--- src/hdl/qric_pkg.sv ---
// ----------------------------------------------------------------------------
// qric_pkg
// Types, widths, constants and helper functions shared by the quadratic
// interpolation coefficient unit.
// ----------------------------------------------------------------------------
package qric_pkg;

    localparam int TAU_WIDTH  = 24;
    localparam int COEF_WIDTH = 32;
    localparam int COEF_FRAC  = COEF_WIDTH - 5;
    localparam int NUM_WIDTH  = 2 * TAU_WIDTH + 48;
    localparam int MB_WIDTH   = (TAU_WIDTH + 2 > 34) ? TAU_WIDTH + 2 : 34;
    localparam int MUL_STEPS  = (MB_WIDTH + 7) / 8;
    localparam int AX_WIDTH   = TAU_WIDTH + 16;
    localparam int T_WIDTH    = 33;
    localparam int CNT_WIDTH  = $clog2(COEF_WIDTH + 1);

    localparam logic [NUM_WIDTH-1:0] ONE_Q32 = NUM_WIDTH'(64'h1_0000_0000);
    localparam logic [NUM_WIDTH-1:0] RECIP5  = NUM_WIDTH'(32'hCCCC_CCCD);
    localparam logic [NUM_WIDTH-1:0] RECIP3  = NUM_WIDTH'(32'hAAAA_AAAB);

    typedef struct packed {
        logic [TAU_WIDTH-1:0] tau_step;
        logic                 column_start;
    } t_in;

    typedef struct packed {
        logic signed [COEF_WIDTH-1:0] up_u;
        logic signed [COEF_WIDTH-1:0] up_v;
        logic signed [COEF_WIDTH-1:0] up_w;
        logic signed [COEF_WIDTH-1:0] down_u;
        logic signed [COEF_WIDTH-1:0] down_v;
        logic signed [COEF_WIDTH-1:0] down_w;
        logic                         zero_divisor;
    } t_out;

    typedef enum logic [4:0] {
        U_R5, U_H4, U_H3A, U_H3B, U_H2, U_H1,
        U_F0, U_F1, U_F2, U_F3,
        U_I0, U_I1, U_I2, U_I3, U_I4,
        U_AA,
        U_AS, U_N1A, U_N1B, U_Q1, U_N2, U_Q2, U_N3, U_BS, U_Q3
    } t_uop;

    typedef enum logic [1:0] {
        S_IDLE, S_ISSUE, S_WAIT, S_DONE
    } t_state;

    typedef struct packed {
        logic accept;
        logic start;
        t_uop uop;
        logic set;
        logic load_out;
    } t_cmd;

    typedef struct packed {
        logic done;
        logic zero;
    } t_stat;

    function automatic logic [31:0] exp_frac_q32(input logic [1:0] idx);
        logic [31:0] v;
        unique case (idx)
            2'd0: v = 32'd4034748381;
            2'd1: v = 32'd3790295335;
            2'd2: v = 32'd3344923893;
            2'd3: v = 32'd2605029348;
        endcase
        return v;
    endfunction

    function automatic logic [31:0] exp_int_q32(input logic [2:0] idx);
        logic [31:0] v;
        unique case (idx)
            3'd0: v = 32'd1580030169;
            3'd1: v = 32'd581260616;
            3'd2: v = 32'd78665070;
            3'd3: v = 32'd1440801;
            3'd4: v = 32'd483;
            default: v = 32'd0;
        endcase
        return v;
    endfunction

    function automatic t_uop next_uop(input t_uop u);
        t_uop n;
        unique case (u)
            U_R5:  n = U_H4;
            U_H4:  n = U_H3A;
            U_H3A: n = U_H3B;
            U_H3B: n = U_H2;
            U_H2:  n = U_H1;
            U_H1:  n = U_F0;
            U_F0:  n = U_F1;
            U_F1:  n = U_F2;
            U_F2:  n = U_F3;
            U_F3:  n = U_I0;
            U_I0:  n = U_I1;
            U_I1:  n = U_I2;
            U_I2:  n = U_I3;
            U_I3:  n = U_I4;
            U_I4:  n = U_AA;
            U_AA:  n = U_AS;
            U_AS:  n = U_N1A;
            U_N1A: n = U_N1B;
            U_N1B: n = U_Q1;
            U_Q1:  n = U_N2;
            U_N2:  n = U_Q2;
            U_Q2:  n = U_N3;
            U_N3:  n = U_BS;
            U_BS:  n = U_Q3;
            U_Q3:  n = U_AS;
            default: n = U_R5;
        endcase
        return n;
    endfunction

endpackage

--- src/hdl/qric_ctrl.sv ---
// ----------------------------------------------------------------------------
// qric_ctrl
// Sequencer: tracks the window fill, steps the datapath through its
// micro-operations and owns the output valid flag.
// ----------------------------------------------------------------------------
module qric_ctrl (
    input  logic           i_clk,
    input  logic           i_rst_n,
    input  logic           i_in_valid,
    output logic           o_in_ready,
    input  logic           i_column_start,
    output logic           o_out_valid,
    input  logic           i_out_ready,
    output qric_pkg::t_cmd o_cmd,
    input  qric_pkg::t_stat i_stat
);
    import qric_pkg::*;

    t_state     r_state, n_state;
    logic [1:0] r_fill, n_fill;
    t_uop       r_uop, n_uop;
    logic       r_set, n_set;
    logic       r_out_valid, n_out_valid;
    logic [1:0] fill_eff;
    logic       full;

    always_ff @(posedge i_clk) begin
        if (!i_rst_n) begin
            r_state     <= S_IDLE;
            r_fill      <= 2'd0;
            r_uop       <= U_R5;
            r_set       <= 1'b0;
            r_out_valid <= 1'b0;
        end else begin
            r_state     <= n_state;
            r_fill      <= n_fill;
            r_uop       <= n_uop;
            r_set       <= n_set;
            r_out_valid <= n_out_valid;
        end
    end

    assign fill_eff = i_column_start ? 2'd0 : r_fill;
    assign full     = fill_eff >= 2'd2;

    always_comb begin
        n_state      = r_state;
        n_fill       = r_fill;
        n_uop        = r_uop;
        n_set        = r_set;
        n_out_valid  = r_out_valid && !i_out_ready;
        o_in_ready   = 1'b0;
        o_cmd.accept   = 1'b0;
        o_cmd.start    = 1'b0;
        o_cmd.uop      = r_uop;
        o_cmd.set      = r_set;
        o_cmd.load_out = 1'b0;
        unique case (r_state)
            S_IDLE: begin
                o_in_ready = 1'b1;
                if (i_in_valid) begin
                    o_cmd.accept = 1'b1;
                    n_fill = full ? fill_eff : fill_eff + 2'd1;
                    if (full) begin
                        n_state = S_ISSUE;
                        n_uop   = U_R5;
                        n_set   = 1'b0;
                    end
                end
            end
            S_ISSUE: begin
                if (i_stat.zero) begin
                    n_state = S_DONE;
                end else begin
                    o_cmd.start = 1'b1;
                    n_state     = S_WAIT;
                end
            end
            S_WAIT: begin
                if (i_stat.done) begin
                    n_uop = next_uop(r_uop);
                    if (r_uop == U_Q3 && r_set) begin
                        n_state = S_DONE;
                    end else begin
                        n_state = S_ISSUE;
                        if (r_uop == U_Q3) begin
                            n_set = 1'b1;
                        end
                    end
                end
            end
            S_DONE: begin
                if (!r_out_valid || i_out_ready) begin
                    o_cmd.load_out = 1'b1;
                    n_out_valid    = 1'b1;
                    n_state        = S_IDLE;
                end
            end
            default: n_state = S_IDLE;
        endcase
    end

    assign o_out_valid = r_out_valid;

endmodule

--- config.mk ---
export PLATFORM = sky130hd
export DESIGN_NAME = qric_ctrl
export DESIGN_NICKNAME = d
export VERILOG_FILES = /design/src/hdl/qric_pkg.sv /design/src/hdl/qric_ctrl.sv
export SDC_FILE = /design/constraint.sdc
export NUM_CORES = 1
export LEC_CHECK = 0
export BUFFER_PORTS_ARGS = -buffer_cell sky130_fd_sc_hd__buf_2
export CORE_MARGIN = 5
export CORE_UTILIZATION = 53
export CTS_CLUSTER_DIAMETER = 150
export DETAILED_ROUTE_END_ITERATION = 10
export PLACE_DENSITY = 0.85
export SYNTH_ARGS = -nofsm -noshare
export SYNTH_HDL_FRONTEND = slang
export SYNTH_SLANG_ARGS = --single-unit
--- constraint.sdc ---
create_clock -name i_clk -period 2.6 [get_ports i_clk]
set_input_delay 0 -clock i_clk [delete_from_list [all_inputs] [get_ports i_clk]]
set_output_delay 0 -clock i_clk [all_outputs]
set_load 0.05 [all_outputs]
### After elaboration in Yosys (flattened, before gate mapping)

Memories as Yosys holds them, arrays and structs flattened. A register that Yosys moved wholly into a read port is not among the register bits.
Cells that the tools add are included.

* register bits: 11
* ROM bits: 160
* output and inout port bits: 11
* word-level logic and storage cells: 59
* memories: 1

* $add $sub $neg: 1
* $lt $le $gt $ge: 1
* eq/ne operators: 10
* multiplexer cells: 30
* reductions and logical operators: 11

Memory list
* (name not given): words 32, bits a word 5, read ports 1, clocked after Yosys merged registers in 1, wr ports 0, RTL line qric_pkg.sv:88 `unique case (u)`

Operators with widths (number)
* 5-bit 2-to-1 mux: 5
* 1-bit 2-to-1 mux: 15
* 2-bit 2-to-1 mux: 7
* 2-bit != test (second input constant): 6
* 5-bit one-hot mux with 2 select lines: 1
* 2-bit one-hot mux with 4 select lines: 1
* 4-bit AND reduction: 2
* 6-bit AND reduction: 1
* 5-bit equality test (second input constant): 1
* 2-bit equality test (second input constant): 2
* 2-bit by 1-bit adder with 2-bit output (second input constant): 1
* 2-bit by 1-bit equality test with 1-bit output (second input constant): 1
* 2-bit greater-or-equal comparator (second input constant): 1
* 1-bit logical AND: 2
* 1-bit logical NOT: 2
* 2-bit logical NOT: 1
* 1-bit one-hot mux with 2 select lines: 1
* 2-bit AND reduction: 1
* 2-bit nonzero test: 1
* 1-bit logical OR: 1

### Logic depth before layout (Yosys ltp)

* word-level depth: 7
* depth in mapped cells: 8
* gate-level depth less buffers: 7

### Least setup slack after synthesis

No wires, ideal clock.

* path kind: register to register
* start point: register r_state[1]
* end point: register r_fill[0]
* setup time: 91 ps
* arrival: 1922 ps
* required time: 2509 ps
* setup slack: 587 ps
* cell stages (with the launch flop): 7
* buffers on the path: 2
* period minus slack after synthesis: 2013 ps
* path through: dfxtp_1 > buf_6 > nor2_1 > and2_1 > clkbuf_2 > a21oi_1 > a311oi_1

* cells in the longest elaborated chain, start to end: 2

RTL lines
* start: declaration: RTL line qric_ctrl.sv:19 `t_state r_state, n_state;`
* start signal: assignment: RTL line qric_ctrl.sv:35 `r_state <= n_state;`
* 2-bit logical NOT: RTL line qric_ctrl.sv:58 `unique case (r_state)`
* 2-bit AND reduction (no line)
* end signal: assignment: RTL line qric_ctrl.sv:36 `r_fill <= n_fill;`
* end: declaration: RTL line qric_ctrl.sv:20 `logic [1:0] r_fill, n_fill;`

Every way passes these cells.
A chain may end at the register's enable or synchronous reset.

==> results.md <==
- Status: completed
- Initial Util: 0.541
- CP Launch Type: register
- Detailed Route WL: between 1.5 and 2 mm
- Finished Layout Cells: around 130
- Synthesized net count: 112
- Async set-or-reset flop fraction in the synthesized netlist: 0
- Drt wl/cell: about 15 um
- Critical path fanouts, max: 7
- Pre-antenna DRT Iters: 4
- WHS: around 0.023 ns
- Final setup vio count: 0
- Max incr delay on CP: ~0.46 ns
- Final core utilization: 0.604
- Setup Crit Path Kind: reg2reg
- Fin Clk Skew: approximately 0.0038 ns
- EDFF count, synth: 0
- Synth area leaders: dfxtp_1 (35%), ha_1 (4.1%), nor2_1 (3.7%)
- Syn Inst Count: between 100 and 150
- Yosys warns: 0
- Mapped Area: about 900 um2
- Power per cell area: 411 nW/um2
- Largest net degree at the start of global routing: 17
- Ys flop type: dfxtp_1
- CP max-delay cell: dfxtp_1
- Clock Latency Late Sink: around 0.29 ns
- Area Growth Syn to Fin: 11.5%
- Layout cells sized above 1: 0.231
- Number of global-route vias before repair: 730
- # IOs: 18
- Hold_buf cts: 1
- Post-synth top cells: dfxtp_1 (16), nor2_1 (9), nand2_1 (7)
- Ant. Diodes: 0
- Worst Tran Pin Value: ~0.53 ns
- Core footprint: around 1700 um2
- Fraction of the cycle the final worst path needs: 0.809
- Die H: 51.5 um
- Critical-path cell list: nand2_1 > a21oi_4 > mux2i_1 > and2_1 > ha_1 > a21boi_0 > a2bb2oi_1
- H-tree depth: 1
- Setup repair after global routing missed its margin: no
- Register bit total from synthesis: 16
- Data arrival, critical path: 2.33 ns
- Tmin final: approximately 2.1 ns
- Port Buffers: 17
- Vias: around 800
- Clk buf depth: 2
- Post-DRT Antenna Nets: 0
- Die ar.: about 2700 um2
- Avg Cell Area, Syn: ~9 um2
- Critical Path RT: between 2 and 3 ns
- Gr ovfl total: 0
- Fmax: between 400 and 500 MHz
- Post-cts resize count: 0
- Drt first-iter violations: 13
- Top-area cell type share of the netlist area: 0.350
- Gr usage total: 0.168
- Clk slew on worst S/H paths: 0.09 ns
- Min-Delay Path Class: in2reg
- Slew Viols, Final: 0
- Horiz. Die Dim: about 50 um
- Root Driver: clkbuf_4
- Max-slew headroom: 0.645
- Vias per cell: ~5.9
- Sink Count: 16
- VDD IR max: slightly below 0.3 mV
- DRC Markers: 0
- Gpl congestion: between 0.7 and 0.8
- Final Hold Vio Count: 0
- NumNets Final: 129
- Distinct cell type count of the synthesized netlist: 46
- Synth area leader: dfxtp_1
- TNS Setup: 0 ns
- Dpl cells: 130
- Dpl hpwl: approximately 1.4 mm
- Initial antenna violation count: 0
- First-pass GRT wire length: around 3.3 mm
- Crit. End Element: register
- PnR worst setup slack: slightly below 0.5 ns
- Setup Fix Bufs, Post-CTS: 0
- Top-count cell post-synth: dfxtp_1
- Pleak: slightly above 0.0004 uW
- TritonCTS buffer count: 3
- Seq/Total Area, Yosys: 0.350
- TritonCTS clock tree: done
- Row count: 15
- Max-Cap Viols: 0
- DP Worst Slack: between 0.5 and 0.6 ns
## kinds of logic (layout without fill, tap and decap cells)
kind of cell               Yosys count  in the layout  share of synthesized area
AOI/OAI and AO/OA                   30             30                      0.256
adders and majority gates            3              3                     0.0410
buffers and inverters               12             27                     0.0657
DFF                                 16             16                      0.350
muxes                                3              3                     0.0342
and+or+nand+nor                     38             38                      0.253
## where the power goes
| group | switching (uW) | internal [uW] |
|---|---|---|
| Sequential | 4.21 | 248 |
| Combinational | 22.9 | 14.2 |
| Clock | 75.9 | 53.9 |
## critical path, delay by kind of cell (launching register included)
kind | cells | cell delay, ns
fa+ha+maj | 1 | 0.19
compound gates | 3 | 0.64
simple gates | 2 | 0.42
flops | 1 | 0.46
mux | 1 | 0.34
## worst paths after layout
check                  start        end  slack, ns  cells after the start
hold / removal       i_rst_n   register       0.02                      2
setup reg to reg  r_state[1]   register       0.50                      7
setup / recovery  r_state[1]   register       0.50                      7
hold reg to reg    r_fill[0]  r_fill[0]       0.49                      1
## area by class of cell
type                            count  area, um2
Clock buffer                        3       22.5
Inverter                            5       18.8
Fill cell                         161        669
Timing Repair Buffer               19        103
Tap cell                           17       21.3
Sequential cell                    16        320
Multi-Input combinational cell     74        534
## stage by stage
| stage | cell area (um2) | total power (uW) |
|---|---|---|
| 5_1_grt | 1020 | 441 |
| 4_1_cts | 1020 | 424 |
| 6_report | 1020 | 419 |
| 3_5_place_dp | 987 | 293 |
| 3_3_place_gp | 987 | 293 |
| 2_1_floorplan | 915 | 282 |
## layer usage
layer	track usage	wire (um)	vias up
li1	-	-	409
met2	0.252	912	25
met5	0	0	-
met1	0.223	913	352
met3	0.0258	96	5
met4	0.105	46	0
## cells in the final DEF (no fill, tap or decap), types with 2 or more instances in the layout
cell      instances
a21oi_1           6
a41oi_1           2
and2_1            5
buf_2            17
clkbuf_4          3
dfxtp_1          16
ha_1              3
inv_1             4
mux2i_1           2
nand2_1           7
nand3_1           2
nand4b_1          3
nor2_1            9
nor3_1            3
nor3b_1           2
o21a_1            3
o21ai_0           2
No activity file was read; power rests on OpenSTA's default activity.
